### config.mk
export PLATFORM = sky130hd
export DESIGN_NAME = small_fast_prng_bounded_draw
export DESIGN_NICKNAME = d
export VERILOG_FILES = /design/src/rtl/sfpbd_pkg.sv /design/src/rtl/sfpbd_front.sv /design/src/rtl/sfpbd_div.sv /design/src/rtl/sfpbd_back.sv /design/src/rtl/small_fast_prng_bounded_draw.sv
export SDC_FILE = /design/constraint.sdc
export NUM_CORES = 1
export LEC_CHECK = 0
export BUFFER_PORTS_ARGS = -buffer_cell sky130_fd_sc_hd__buf_4
export CORE_MARGIN = 2
export CORE_UTILIZATION = 40
export DETAILED_ROUTE_END_ITERATION = 7
export PLACE_DENSITY = 0.59
export SETUP_SLACK_MARGIN = 0.5
export SLEW_MARGIN = 20
export SYNTH_ARGS = -nofsm -noshare
export SYNTH_HDL_FRONTEND = slang
export SYNTH_SLANG_ARGS = --single-unit
export TNS_END_PERCENT = 1
### constraint.sdc
create_clock -name clock -period 5.1 [get_ports clock]
set_input_delay 0.255 -clock clock [delete_from_list [all_inputs] [get_ports clock]]
set_output_delay 0.255 -clock clock [all_outputs]
set_load 0.01 [all_outputs]
### src/rtl/sfpbd_pkg.sv
package sfpbd_pkg;

   localparam int unsigned WORD_W = 32;

   localparam logic [4:0]        WARMUP_ROUNDS = 5'd20;
   localparam logic [WORD_W-1:0] SEED_A_INIT   = 32'hf1ea5eed;
   localparam logic [WORD_W-1:0] FULL_WORD     = 32'hffffffff;

   // Generator state: the four words of the small fast generator.
   typedef struct packed {
      logic [WORD_W-1:0] a;
      logic [WORD_W-1:0] b;
      logic [WORD_W-1:0] c;
      logic [WORD_W-1:0] d;
   } gen_state_type;

   // One queued item: its bound and whether it asks for a raw word.
   typedef struct packed {
      logic              raw;
      logic [WORD_W-1:0] bound;
   } q_entry_type;

   typedef struct packed {
      logic              start;
      logic [WORD_W-1:0] dividend;
      logic [WORD_W-1:0] divisor;
   } div_req_type;

   typedef struct packed {
      logic              done;
      logic [WORD_W-1:0] quotient;
   } div_rsp_type;

   typedef enum logic [2:0] {
      ST_IDLE,
      ST_SPLIT,
      ST_DRAW,
      ST_DIVS,
      ST_DIVW,
      ST_EMIT
   } back_state_type;

   function automatic gen_state_type gen_seed(input logic [WORD_W-1:0] s);
      gen_state_type g;
      g.a = SEED_A_INIT;
      g.b = s;
      g.c = s;
      g.d = s;
      return g;
   endfunction

   // One round of the generator.
   function automatic gen_state_type gen_advance(input gen_state_type g);
      logic [WORD_W-1:0] e;
      gen_state_type     n;
      e   = g.a - {g.b[4:0], g.b[31:5]};
      n.a = g.b ^ {g.c[14:0], g.c[31:15]};
      n.b = g.c + g.d;
      n.c = g.d + e;
      n.d = e + n.a;
      return n;
   endfunction

endpackage

### src/rtl/sfpbd_front.sv
module sfpbd_front
   import sfpbd_pkg::*;
(
   input  logic              clock,
   input  logic              reset,
   input  logic              req_tvalid,
   output logic              req_tready,
   input  logic [WORD_W-1:0] req_tdata,
   output logic              q_valid,
   output q_entry_type       q_head,
   input  logic              q_pop
);

   // Two-entry queue between the input side and the draw engine.
   q_entry_type entry_ff [2];
   logic        wr_ptr_ff, wr_ptr_in;
   logic        rd_ptr_ff, rd_ptr_in;
   logic [1:0]  count_ff, count_in;
   logic        push;
   logic        pop;

   assign req_tready = (count_ff != 2'd2);
   assign push       = req_tvalid && req_tready;
   assign q_valid    = (count_ff != 2'd0);
   assign pop        = q_pop && q_valid;
   assign q_head     = entry_ff[rd_ptr_ff];

   always_comb begin
      wr_ptr_in = push ? ~wr_ptr_ff : wr_ptr_ff;
      rd_ptr_in = pop ? ~rd_ptr_ff : rd_ptr_ff;
      count_in  = count_ff;
      if (push && !pop) begin
         count_in = count_ff + 2'd1;
      end else if (pop && !push) begin
         count_in = count_ff - 2'd1;
      end
   end

   always_ff @(posedge clock) begin
      if (reset) begin
         wr_ptr_ff <= 1'b0;
         rd_ptr_ff <= 1'b0;
         count_ff  <= 2'd0;
      end else begin
         wr_ptr_ff <= wr_ptr_in;
         rd_ptr_ff <= rd_ptr_in;
         count_ff  <= count_in;
      end
   end

   // A zero bound is classified here as a request for the raw word.
   always_ff @(posedge clock) begin
      if (push) begin
         entry_ff[wr_ptr_ff].raw   <= (req_tdata == '0);
         entry_ff[wr_ptr_ff].bound <= req_tdata;
      end
   end

endmodule

### src/rtl/sfpbd_div.sv
module sfpbd_div
   import sfpbd_pkg::*;
(
   input  logic        clock,
   input  logic        reset,
   input  div_req_type req,
   output div_rsp_type rsp
);

   // Restoring divider, one quotient bit per cycle.
   logic [WORD_W-1:0] rem_ff, rem_in;
   logic [WORD_W-1:0] quo_ff, quo_in;
   logic [WORD_W-1:0] dvs_ff;
   logic [5:0]        count_ff, count_in;
   logic              done_ff, done_in;
   logic [WORD_W:0]   shifted;
   logic [WORD_W:0]   diff;

   assign shifted = {rem_ff, quo_ff[WORD_W-1]};
   assign diff    = shifted - {1'b0, dvs_ff};

   always_comb begin
      rem_in   = rem_ff;
      quo_in   = quo_ff;
      count_in = count_ff;
      done_in  = 1'b0;
      if (req.start) begin
         rem_in   = '0;
         quo_in   = req.dividend;
         count_in = 6'(WORD_W);
      end else if (count_ff != 6'd0) begin
         if (!diff[WORD_W]) begin
            rem_in = diff[WORD_W-1:0];
         end else begin
            rem_in = shifted[WORD_W-1:0];
         end
         quo_in   = {quo_ff[WORD_W-2:0], ~diff[WORD_W]};
         count_in = count_ff - 6'd1;
         done_in  = (count_ff == 6'd1);
      end
   end

   always_ff @(posedge clock) begin
      if (reset) begin
         count_ff <= 6'd0;
         done_ff  <= 1'b0;
      end else begin
         count_ff <= count_in;
         done_ff  <= done_in;
      end
   end

   always_ff @(posedge clock) begin
      rem_ff <= rem_in;
      quo_ff <= quo_in;
      if (req.start) begin
         dvs_ff <= req.divisor;
      end
   end

   assign rsp.done     = done_ff;
   assign rsp.quotient = quo_ff;

endmodule

### src/rtl/sfpbd_back.sv
module sfpbd_back
   import sfpbd_pkg::*;
(
   input  logic              clock,
   input  logic              reset,
   input  logic              csr_we,
   input  logic [WORD_W-1:0] csr_wdata,
   input  logic              q_valid,
   input  q_entry_type       q_head,
   output logic              q_pop,
   output div_req_type       div_req,
   input  div_rsp_type       div_rsp,
   output logic              rsp_tvalid,
   input  logic              rsp_tready,
   output logic [WORD_W-1:0] rsp_tdata
);

   back_state_type    state_ff, state_in;
   gen_state_type     gen_ff;
   logic [4:0]        warm_ff;
   logic              raw_ff;
   logic [WORD_W-1:0] bound_ff;
   logic [WORD_W-1:0] split_ff;
   logic [WORD_W-1:0] result_ff;
   logic              rsp_tvalid_ff;
   logic [WORD_W-1:0] rsp_tdata_ff;

   logic do_advance;
   logic do_warm;
   logic load_split;
   logic load_result;
   logic load_out;
   logic out_free;
   logic accept_q;

   assign out_free = !rsp_tvalid_ff || rsp_tready;
   assign accept_q = (warm_ff == 5'd0) && q_valid;

   always_comb begin
      state_in = state_ff;
      unique case (state_ff)
         ST_IDLE: begin
            if (accept_q) begin
               state_in = q_head.raw ? ST_DRAW : ST_SPLIT;
            end
         end
         ST_SPLIT: begin
            if (div_rsp.done) begin
               state_in = ST_DRAW;
            end
         end
         ST_DRAW: begin
            state_in = raw_ff ? ST_EMIT : ST_DIVS;
         end
         ST_DIVS: begin
            state_in = ST_DIVW;
         end
         ST_DIVW: begin
            if (div_rsp.done) begin
               state_in = (div_rsp.quotient < bound_ff) ? ST_EMIT : ST_DRAW;
            end
         end
         ST_EMIT: begin
            if (out_free) begin
               state_in = ST_IDLE;
            end
         end
         default: begin
            state_in = ST_IDLE;
         end
      endcase
   end

   always_comb begin
      do_advance  = 1'b0;
      do_warm     = 1'b0;
      load_split  = 1'b0;
      load_result = 1'b0;
      load_out    = 1'b0;
      q_pop       = 1'b0;
      div_req     = '0;
      unique case (state_ff)
         ST_IDLE: begin
            if (warm_ff != 5'd0) begin
               do_warm    = 1'b1;
               do_advance = 1'b1;
            end else if (q_valid) begin
               q_pop            = 1'b1;
               div_req.start    = !q_head.raw;
               div_req.dividend = FULL_WORD;
               div_req.divisor  = q_head.bound;
            end
         end
         ST_SPLIT: begin
            load_split = div_rsp.done;
         end
         ST_DRAW: begin
            do_advance = 1'b1;
         end
         ST_DIVS: begin
            div_req.start    = 1'b1;
            div_req.dividend = gen_ff.d;
            div_req.divisor  = split_ff;
         end
         ST_DIVW: begin
            load_result = div_rsp.done && (div_rsp.quotient < bound_ff);
         end
         ST_EMIT: begin
            load_out = out_free;
         end
         default: begin
            do_advance = 1'b0;
         end
      endcase
   end

   always_ff @(posedge clock) begin
      if (reset) begin
         state_ff      <= ST_IDLE;
         gen_ff        <= gen_seed('0);
         warm_ff       <= WARMUP_ROUNDS;
         rsp_tvalid_ff <= 1'b0;
      end else begin
         state_ff <= state_in;
         if (csr_we) begin
            gen_ff  <= gen_seed(csr_wdata);
            warm_ff <= WARMUP_ROUNDS;
         end else if (do_advance) begin
            gen_ff <= gen_advance(gen_ff);
            if (do_warm) begin
               warm_ff <= warm_ff - 5'd1;
            end
         end
         if (load_out) begin
            rsp_tvalid_ff <= 1'b1;
         end else if (rsp_tready) begin
            rsp_tvalid_ff <= 1'b0;
         end
      end
   end

   always_ff @(posedge clock) begin
      if (q_pop) begin
         raw_ff   <= q_head.raw;
         bound_ff <= q_head.bound;
      end
      if (load_split) begin
         split_ff <= div_rsp.quotient;
      end
      if (load_result) begin
         result_ff <= div_rsp.quotient;
      end
      if (load_out) begin
         rsp_tdata_ff <= raw_ff ? gen_ff.d : result_ff;
      end
   end

   assign rsp_tvalid = rsp_tvalid_ff;
   assign rsp_tdata  = rsp_tdata_ff;

endmodule

### src/rtl/small_fast_prng_bounded_draw.sv
// Channel     Direction  Handshake               Payload
// req_        in         req_tvalid/req_tready   req_tdata[31:0] = range
// rsp_        out        rsp_tvalid/rsp_tready   rsp_tdata[31:0] = value
// csr_        in         csr_we                  csr_wdata[31:0] = seed_value
//
// A nonzero range first computes the split in the shared one-bit-per-cycle divider,
// then makes generator draws (one round, a divider start and a full division),
// repeated for each rejected quotient. A zero range returns the word of one round.
// Reset or a seed write arms 20 warm-up rounds, one per cycle, run before the next
// item is started. Results leave through an output register, so a stalled result
// side does not stop the two-item input queue from filling.
module small_fast_prng_bounded_draw
   import sfpbd_pkg::*;
(
   input  logic              clock,
   input  logic              reset,
   input  logic              req_tvalid,
   output logic              req_tready,
   input  logic [WORD_W-1:0] req_tdata,   // [31:0] range
   output logic              rsp_tvalid,
   input  logic              rsp_tready,
   output logic [WORD_W-1:0] rsp_tdata,   // [31:0] value
   input  logic              csr_we,
   input  logic [WORD_W-1:0] csr_wdata
);

   // The front end queues each item and marks a zero range as a raw-word request.
   logic        q_valid;
   q_entry_type q_head;
   logic        q_pop;

   // The back end owns the generator and drives the shared divider, which serves
   // both the split computation and the per-draw quotient.
   div_req_type div_req;
   div_rsp_type div_rsp;

   sfpbd_front u_front (
      .clock      (clock),
      .reset      (reset),
      .req_tvalid (req_tvalid),
      .req_tready (req_tready),
      .req_tdata  (req_tdata),
      .q_valid    (q_valid),
      .q_head     (q_head),
      .q_pop      (q_pop)
   );

   sfpbd_div u_div (
      .clock (clock),
      .reset (reset),
      .req   (div_req),
      .rsp   (div_rsp)
   );

   sfpbd_back u_back (
      .clock      (clock),
      .reset      (reset),
      .csr_we     (csr_we),
      .csr_wdata  (csr_wdata),
      .q_valid    (q_valid),
      .q_head     (q_head),
      .q_pop      (q_pop),
      .div_req    (div_req),
      .div_rsp    (div_rsp),
      .rsp_tvalid (rsp_tvalid),
      .rsp_tready (rsp_tready),
      .rsp_tdata  (rsp_tdata)
   );

endmodule

### Word level (Yosys, flattened, before mapping)

Memories as Yosys holds them, arrays and structs flattened. A register that Yosys moved wholly into a read port is not among the register bits.
Cells that the tools add are included.

* bits in registers: 373
* RAM bits: 66
* bits of input ports: 69
* memories: 1

Memories
* u_front.entry_ff: words 2, width 33, rd ports 1, clocked after Yosys merged registers in 1, wr ports 1, RTL line sfpbd_front.sv:15 `q_entry_type entry_ff [2];`

* $add $sub $neg: 9
* $lt $le $gt $ge: 1
* equal/unequal tests: 11
* mux-type cells: 36
* bitwise logic cells: 5
* reductions and logical operators: 26

Operators by type and width (count)
* $mux 96: 2
* $mux 65: 2
* $pmux 65 s2: 1
* $mux 32: 4
* $add 32x32->32: 3
* $sub 33x32->33: 1
* $logic_not 32->1: 1
* $lt 32x32->1: 1
* $sub 32x32->32: 1
* $xor 32x32->32: 1
* $mux 3: 6
* $pmux 3 s6: 1
* $mux 1: 14
* $mux 6: 2
* $reduce_bool 2->1: 5
* $eq 3x2->1 const B: 2
* $eq 3x3->1 const B: 2
* $eq 6x1->1 const B: 1
* $logic_and 1x1->1: 6
* $mux 2: 3
* $ne 2x2->1 const B: 3
* $reduce_bool 6->1: 1
* $sub 6x1->6 const B: 1
* $logic_not 5->1: 1
* 15 further kinds: 23

### Longest topological paths before layout

Gate-level depths: netlist (run 1).

* depth after elaboration: 8
* mapped depth: 23
* depth with buffers taken out: 23

### By module

A second synthesis (run 1) with hierarchy kept.

* cells, all modules: 2749
* area, all modules: 26736.9 um^2

By module, submodules not included
* sfpbd_back: instances 1, cells each 2012, area each 17973.5 um^2
* sfpbd_div: instances 1, cells each 599, area each 6100.9 um^2
* sfpbd_front: instances 1, cells each 138, area each 2662.6 um^2

### Worst setup path after synthesis (run 1)

OpenSTA, ideal clock, no wires.

* path kind: register -> register
* start point: reg u_back.gen_ff[70] (netlist name)
* end point: reg u_back.gen_ff[25] (netlist name)
* library setup time: 128 ps
* arrival time: 4687 ps
* data required time: 4972 ps
* slack: 285 ps
* cell stages (with the launch flop): 24
* buffers on the path: 0
* clock period less this slack: 4815 ps
* cells stage by stage: dfxtp_1 > inv_1 > ha_1 > nor2b_1 > o31a_1 > o31a_1 > nor2b_1 > o31ai_1 > a21boi_1 > o21a_1 > o31ai_2 > nor3_1 > a311o_1 > ha_1 > o21ai_0 > nor2_1 > o41ai_2 > a31oi_1 > a221oi_2 > a21oi_1 > o41ai_2 > xnor2_1 > a222oi_1 > nor2_1

* cells in the longest elaborated chain, start to end: 4
* elaborated cells on any way between the ends: 5

RTL lines
* from (decl): RTL line sfpbd_back.sv:19 `gen_state_type gen_ff;`
* from (signal assigned): RTL line sfpbd_back.sv:120 `gen_ff <= gen_seed('0);`
* from (signal assigned): RTL line sfpbd_back.sv:126 `gen_ff <= gen_seed(csr_wdata);`
* from (signal assigned): RTL line sfpbd_back.sv:129 `gen_ff <= gen_advance(gen_ff);`
* $sub 32x32->32 / $xor 32x32->32 (equally long branches): RTL line sfpbd_pkg.sv:56, sfpbd_pkg.sv:57
* $add 32x32->32 *: RTL line sfpbd_pkg.sv:60 `n.d = e + n.a;`
* $mux 96 *: RTL line sfpbd_back.sv:128 `end else if (do_advance) begin`
* $mux 96 *: RTL line sfpbd_back.sv:125 `if (csr_we) begin`

Mark *: on every way between the ends. The rest lies on a longest branch, timed or not. The select of a mux whose other input is x is not followed.
A chain may end at the register's enable or synchronous reset.

### Worst setup path in the final report (run 1)

* start point: reg u_back.gen_ff[70] (netlist name)
* end point: reg u_back.gen_ff[31] (netlist name)

Same word-level chain as after synthesis.

==> flow_metrics.env, run 1 <==
export IMPL_antenna_found_initial=0
export IMPL_synth_largest_area_cell="edfxtp_1"
export IMPL_cp_start_kind="flop"
export IMPL_cp_depth=25
export IMPL_ys_warn_count=0
export IMPL_rows=92
export IMPL_clkSlewWorstSetupHoldPaths_ns=0.06
export IMPL_use_met2_pct=37.5
export IMPL_relSlewSlack_pct=29.2
export IMPL_synthFlopType="edfxtp_1"
export IMPL_clk_latency_ns=0.62
export IMPL_area_growth_pct=17.5
export IMPL_ys_seq_elements=440
export IMPL_muxShareOfSynthArea_pct=3.25
export IMPL_n_antenna_cell=0
export IMPL_setup_tns_final_ns=0
export IMPL_routed_wl_um=78900
export IMPL_reg2reg_slack_ns=0.12
export IMPL_critPathMaxStageDelay_ns=0.35
export IMPL_end_kind="flop"
export IMPL_dieArea_mm2=0.0659
export IMPL_clock_skew_ns=0.0420
export IMPL_maxCapViolCount=0
export IMPL_synth_edf_count=259
export IMPL_r2r_end="u_back.gen_ff[31]"
export IMPL_antenna_left=0
export IMPL_period_share_pct=97.6
export IMPL_hold_viol=0
export IMPL_rsz0062_at_grt="yes"
export IMPL_grt_pass1_wl_um=120000
export IMPL_yosysSeqAreaShare_pct=44.6
export IMPL_portBuffers=102
export IMPL_multiInputGateArea_mm2=0.0136
export IMPL_initial_core_util_pct=40.5
export IMPL_use_met1_pct=33.4
export IMPL_report_final_slew_viol_count=0
export IMPL_yosys_area_share_simple_pct=10.5
export IMPL_startpoint="u_back.gen_ff[70]"
export IMPL_synth_area_leaders="edfxtp_1 (30%), dfxtp_1 (14%), ha_1 (9.7%), a21oi_1 (5.3%), o21ai_0 (3.4%)"
export IMPL_synth_compound_area_share_pct=21.9
export IMPL_die_height_um=257
export IMPL_setup_violations=0
export IMPL_min_period_ns=4.98
export IMPL_grt_busiest_layer="met2"
export IMPL_num_nets_final=2997
export IMPL_cp_max_fo=4
export IMPL_dpl_hpwl_um=57500
export IMPL_gp_congestion=0.943
export IMPL_worstMarginPinSlew_ns=1.06
export IMPL_drcViolationCount=0
export IMPL_first_pass_iters=7
export IMPL_cts_buffer_depth=3
export IMPL_synth_xor_area_share_pct=5.87
export IMPL_htree_levels=2
export IMPL_grt_use_total_pct=23.4
export IMPL_slowest_stage="a311o_1"
export IMPL_core_mm2=0.0631
export IMPL_fillers=5972
export IMPL_max_freq_ghz=0.201
export IMPL_grt_pass1_vias=19800
export IMPL_synth_cells=2572
export IMPL_via_per_inst=5.64
export IMPL_hp_class="primary input to flop"
export IMPL_cts_root_buffer="clkbuf_16"
export IMPL_io_pins=103
export IMPL_drt_initial_drc_count=1654
export IMPL_crit_top_cell="o31ai_2"
export IMPL_worst_path_buf_inv=3
export IMPL_cts_buffers=52
export IMPL_async_flop_share_pct=0
export IMPL_vias=20400
export IMPL_crit_path_end="u_back.gen_ff[31]"
export IMPL_syn_num_nets=2843
export IMPL_clock_sinks=440
export IMPL_layout_drive_gt1_share_pct=14.9
export IMPL_cts_tree="done"
export IMPL_avgSynthCellArea_um2=9.93
export IMPL_yosysUniqueCellTypes=91
export IMPL_timing_rr_start="u_back.gen_ff[70]"
export IMPL_cpLargestDelayFamily="compound AO/OA/AOI/OAI gates"
export IMPL_seqCellArea_mm2=0.0114
export IMPL_grt_max_degree=104
export IMPL_dieWidth_um=257
export IMPL_gr_usage_met3_pct=2.81
export IMPL_critPathArrivalTime_ns=5.41
export IMPL_worstPathRequired_ns=5.54
export IMPL_synth_top_family_by_area="compound AO/OA/AOI/OAI gates"
export IMPL_rr_worst_depth=25
export IMPL_synthAdderAreaFrac_pct=10.0
export IMPL_worst_setup_path_type="flop to flop"
export IMPL_synth_top_cell_area_share_pct=30.5
export IMPL_outcome="finished clean"
export IMPL_synth_area_mm2=0.0255
export IMPL_overflow=0
export IMPL_wl_per_cell_um=21.8
-- worst min-delay path: cells and delay by family --
kind / cells / cell delay [ns]
buffers and inverters: 1 / 0.08
AO/OA/AOI/OAI: 1 / 0.15
AND/OR/NAND/NOR: 1 / 0.13
-- worst min path at each step --
stage                  startpoint                endpoint  slack, ns  cells past startpoint
3_5_place_dp         req_tdata[6]  u_front.entry_ff[1][6]       0.45                      1
2_1_floorplan        req_tdata[0]  u_front.entry_ff[0][0]       0.35                      0
4_1_cts             csr_wdata[30]       u_back.gen_ff[94]      0.001                      3
3_3_place_gp   u_back.gen_ff[112]      u_back.gen_ff[112]       0.45                      2
6_report             csr_wdata[7]       u_back.gen_ff[71]       0.02                      3
5_1_grt             csr_wdata[30]       u_back.gen_ff[62]       0.01                      3
-- final cells by class --
class	count	share of cell area, %
clock buffers	65	4.63
inverters	152	1.90
multi-input cells	1879	45.4
repair buffers	201	5.43
well taps	846	3.53
clock inverters	33	1.11
flip-flops and latches	440	38.0
-- kinds of logic after synthesis --
family / Yosys count
DFF: 440
buffers and inverters: 253
muxes: 75
AOI/OAI and AO/OA: 862
xor gates and xnor gates: 168
and+or+nand+nor: 572
adders and majority gates: 202
-- what timing repair did --
item / CTS / global route
buffers inserted: 8 / 3
endpoints found under the setup margin: 27 / 33
hold buffers: 42 / 0
pin swaps: 31 / 52
resized for setup: 37 / 42
endpoints found under the hold margin: 84 / 0
-- routing by layer --
metal  vias up  part of all wire (%)
li1       9780                     -
met3       118                   5.0
met1      9939                    47
met2       574                    46
met4         0                   2.5
met5         -                     0
-- cell usage after synthesis (5+ instances only) --
cell and instances:
a21oi_1 270, edfxtp_1 259, ha_1 197, dfxtp_1 181, nor2_1 178, nand2_1 173
o21ai_0 171, inv_1 150, xor2_1 86, clkbuf_1 84, xnor2_1 80, a21o_1 76
mux2_2 64, nor3_1 41, a22o_1 34, a211oi_1 32, o21bai_1 32, o21a_1 31
o22a_1 31, nand2b_1 30, a31oi_1 27, nor2b_1 27, nand4_1 23, nand3_1 21
o211ai_1 19, o22ai_1 19, and3_1 18, a22oi_1 15, or3_1 14, o31ai_1 12
mux2i_1 11, a21boi_0 10, nor4_1 9, o31a_1 9, or2_2 9, buf_2 8
and2_1 7, buf_1 6, o21ai_1 6, a2111oi_0 5, a311oi_1 5, and4_1 5
fa_1 5
-- state kept, by name (all words and copies together), names as in the netlist, 2 cells and up, named ones only --
signal	cells
u_back.gen_ff	128
u_front.entry_ff	66
u_back.bound_ff	32
u_back.result_ff	32
u_back.rsp_tdata	32
u_back.split_ff	32
u_div.dvs_ff	32
u_div.quo_ff	32
u_div.rem_ff	32
u_div.count_ff	6
u_back.warm_ff	5
u_back.state_ff	3
u_front.count_ff	2
-- stage by stage --
| stage | worst slack, ns | cells | util (%) | hold WS [ns] | instance area [µm²] |
|---|---|---|---|---|---|
| after global routing | -0.0390 | 3616 | 47.6 | 0.0138 | 30000 |
| after floorplan | 0.477 | 2572 | - | 0.354 | 25600 |
| final | 0.124 | 3616 | 47.6 | 0.0197 | 30000 |
| after detailed placement | -0.0813 | 3465 | 43.4 | 0.453 | 27400 |
| after CTS | 0.0355 | 3613 | 47.2 | 0.000992 | 29800 |
| after global placement | 0.0658 | 3465 | 43.4 | 0.449 | 27400 |
-- layout by cell type, fill, tap and decap left out, types with 14 or more instances in the layout --
master         instances
a211oi_1              31
a21o_1                76
a21oi_1              259
a21oi_2               15
a22o_1                34
a22oi_1               15
a31oi_1               24
and3_1                18
buf_4                157
clkbuf_16             52
dfxtp_1              177
dlygate4sd3_1         42
edfxtp_1             259
ha_1                 189
inv_1                147
mux2_2                64
nand2_1              172
nand2b_1              30
nand3_1               20
nand4_1               23
nor2_1               171
nor2b_1               25
nor3_1                39
o211ai_1              19
o21a_1                30
o21ai_0              164
o21bai_1              32
o22a_1                31
o22ai_1               18
or3_1                 14
xnor2_1               73
xor2_1                84
Power of run 1 is left out: the tool's default activity adds up to more than one toggle a clock period on the data nets, which glitch-free logic cannot reach.
==> inputs of run 2 (changes only) <==
--- a/config.mk
+++ b/config.mk
@@ -14,5 +14,6 @@
 export SLEW_MARGIN = 20
 export SYNTH_ARGS = -nofsm -noshare
 export SYNTH_HDL_FRONTEND = slang
+export SYNTH_HIERARCHICAL = 1
 export SYNTH_SLANG_ARGS = --single-unit
 export TNS_END_PERCENT = 1
==> flow_metrics.env, run 2 <==
export IMPL_top_regs="u_back/gen_ff x128, u_front/entry_ff x66"
export IMPL_synth_edf_count=259
export IMPL_crit_top_cell="buf_4"
export IMPL_portBuffers=102
export IMPL_critPathMaxStageDelay_ns=0.38
export IMPL_routed_wl_um=85300
export IMPL_antenna_left=0
export IMPL_initial_core_util_pct=40.5
export IMPL_grt_pass1_vias=21100
export IMPL_slowest_stage="fa_2"
export IMPL_synth_largest_area_cell="edfxtp_1"
export IMPL_num_nets_final=3147
export IMPL_pwr_density_cell_mw_per_mm2=807
export IMPL_gp_congestion=0.945
export IMPL_htree_levels=2
export IMPL_maxCapViolCount=0
export IMPL_first_pass_iters=5
export IMPL_max_freq_ghz=0.219
export IMPL_outcome="finished clean"
export IMPL_clock_skew_ns=0.0550
export IMPL_overflow=0
export IMPL_largest_register_ffs=128
export IMPL_yosysSeqAreaShare_pct=42.6
export IMPL_via_per_inst=5.77
export IMPL_io_pins=103
export IMPL_dieArea_mm2=0.0689
export IMPL_cp_max_fo=5
export IMPL_yosysUniqueCellTypes=88
export IMPL_clkSlewWorstSetupHoldPaths_ns=0.06
export IMPL_avgSynthCellArea_um2=9.73
export IMPL_synth_cells=2749
export IMPL_syn_num_nets=3019
export IMPL_clock_sinks=440
export IMPL_synthFlopType="edfxtp_1"
export IMPL_yosys_top_cells_count="a21oi_1 (272), edfxtp_1 (259), nor2_1 (209)"
export IMPL_drcViolationCount=0
export IMPL_hold_viol=0
export IMPL_core_mm2=0.0660
export IMPL_ys_seq_elements=440
export IMPL_grt_max_degree=106
export IMPL_crit_chain="inv_2 -> ha_4 -> fa_2 -> nor2b_1 -> o21a_1 -> o21ai_2 -> a211oi_2 -> buf_4 -> o21ai_2 -> a21oi_2 -> buf_4 -> xor2_2 -> ha_1 -> buf_4 -> and3_4 -> buf_4 -> and3_1 -> nand3_1 -> nand3_1 -> a31oi_1 -> xor2_1 -> a211oi_1"
export IMPL_cts_buffers=51
export IMPL_rsz0062_at_grt="yes"
export IMPL_synth_area_leaders="edfxtp_1 (29%), dfxtp_1 (14%), ha_1 (9.2%), a21oi_1 (5.1%), mux2_2 (4.0%)"
export IMPL_dpl_hpwl_um=63000
export IMPL_setup_tns_final_ns=0
export IMPL_most_common_layout_cells="a21oi_1 (259), edfxtp_1 (259), nor2_1 (200), ha_1 (172), dfxtp_1 (171)"
export IMPL_die_height_um=263
export IMPL_min_period_ns=4.56
export IMPL_layout_drive_gt1_share_pct=16.9
export IMPL_end_kind="flop"
export IMPL_drt_initial_drc_count=1824
export IMPL_relSlewSlack_pct=27.3
export IMPL_period_share_pct=89.5
export IMPL_setup_violations=0
export IMPL_critPathArrivalTime_ns=4.98
export IMPL_dieWidth_um=263
export IMPL_cp_start_kind="flop"
export IMPL_ys_warn_count=6
export IMPL_antenna_found_initial=1
export IMPL_synth_area_mm2=0.0267
export IMPL_clk_latency_ns=0.63
export IMPL_async_flop_share_pct=0
export IMPL_vias=21800
export IMPL_grt_pass1_wl_um=129000
export IMPL_report_final_slew_viol_count=0
export IMPL_ir_worst_vdd_v=0.000453
export IMPL_regMostFlops="u_back/gen_ff"
export IMPL_grt_use_total_pct=24.1
export IMPL_rows=94
export IMPL_cts_buffer_depth=3
export IMPL_synth_top_cell_area_share_pct=29.1
export IMPL_cts_root_buffer="clkbuf_16"
export IMPL_hp_class="primary input to flop"
export IMPL_p_leak_nw=13.2
export IMPL_synth_most_common_cell="a21oi_1"
export IMPL_worstMarginPinSlew_ns=1.09
export IMPL_finish_utilization_pct=47.8
export IMPL_worst_setup_path_type="flop to flop"
export IMPL_area_growth_pct=17.9
export IMPL_wl_per_cell_um=22.5
export IMPL_cts_tree="done"
export IMPL_worstPathRequired_ns=5.52
-- run 2: changes by cell type in the layout (fill, tap and decap cells not counted), moves of 12 or more --
cell     delta
a21o_1     +39
a22oi_1    -15
ha_1       -17
inv_1      +18
mux2_2     +32
mux2i_1    +15
nand3_1    +25
nor2_1     +29
o21a_1     +12
o21ai_0    -49
o22a_1     -31
o31ai_1    +14
-- run 2: per-stage QoR --
stage | hold WS [ns] | total power, mW | std cells | instance area (µm²) | setup WS, ns
after global routing | 0.0451 | 27.2 | 3784 | 31500 | 0.301
after floorplan | 0.324 | 15.7 | 2749 | 26700 | 0.555
after detailed placement | 0.452 | 19.7 | 3626 | 28400 | 0.133
final | 0.0271 | 25.4 | 3785 | 31500 | 0.537
after CTS | 0.000292 | 24.4 | 3771 | 31000 | 0.463
after global placement | 0.449 | 19.7 | 3626 | 28400 | 0.159
-- run 2: area by class of cell --
class,instances,area (µm²)
inverter,167,627
clock buffer,52,1280
sequential,440,11400
multi-input combinational,2011,14800
timing repair buffer,206,1670
antenna,1,2.50
tap,864,1080
fill,6110,34500
clock inverter,44,631
-- run 2: report_power, final --
part | internal, mW | leakage, nW | switching (mW)
logic | 6.61 | 8.47 | 8.91
clock network | 2.51 | 0.910 | 1.62
registers | 4.71 | 3.84 | 1.06
-- run 2: kinds of logic (layout without fill, tap and decap cells) --
kind of cell             Yosys count  count (layout)  synth area share (%)
AO/OA/AOI/OAI                    861             861                  21.1
AND/OR/NAND/NOR                  663             663                  11.9
flip-flops                       440             440                  42.6
buffers and inverters            298             469                  4.46
adder cells (fa/ha/maj)          201             201                  9.55
XOR/XNOR                         164             164                  5.37
multiplexers                     122             122                  5.02
other                              0               1                     0
-- run 2: path summary, 6_finish.rpt --
kind / from / to / slack (ns) / cells past startpoint
setup / recovery: u_back/gen_ff[96] / u_back/gen_ff[26] / 0.54 / 22
hold / removal: csr_wdata[7] / u_back/gen_ff[7] / 0.03 / 4
setup reg to reg: u_back/gen_ff[96] / u_back/gen_ff[26] / 0.54 / 22
hold reg to reg: u_back/gen_ff[123] / u_back/gen_ff[123] / 0.46 / 2
-- run 2: worst max-delay path, delay by kind of cell (launching register included) --
kind | cells | cell delay (ns)
AOI/OAI and AO/OA | 7 | 1.25
adders and majority gates | 3 | 0.82
and+or+nand+nor | 5 | 0.82
buffers and inverters | 5 | 0.66
xor gates and xnor gates | 2 | 0.50
DFF | 1 | 0.32
-- run 2: timing repair --
action / CTS / global route
setup endpoints to repair: 21 / 30
hold buffers: 44 / 0
gates resized for setup: 39 / 99
buffers inserted: 5 / 13
hold endpoints to repair: 90 / 0
pin swaps: 12 / 50
-- run 2: routing by layer --
layer	vias up	global-route usage, %	part of all wire [%]	wire, µm
met1	10600	33.8	46	39400
li1	10400	-	-	-
met2	680	37.9	45	38300
met5	-	0	0	0
met3	148	3.04	5.2	4430
met4	0	9.40	3.8	3240
(Power assumes the default switching activity.)
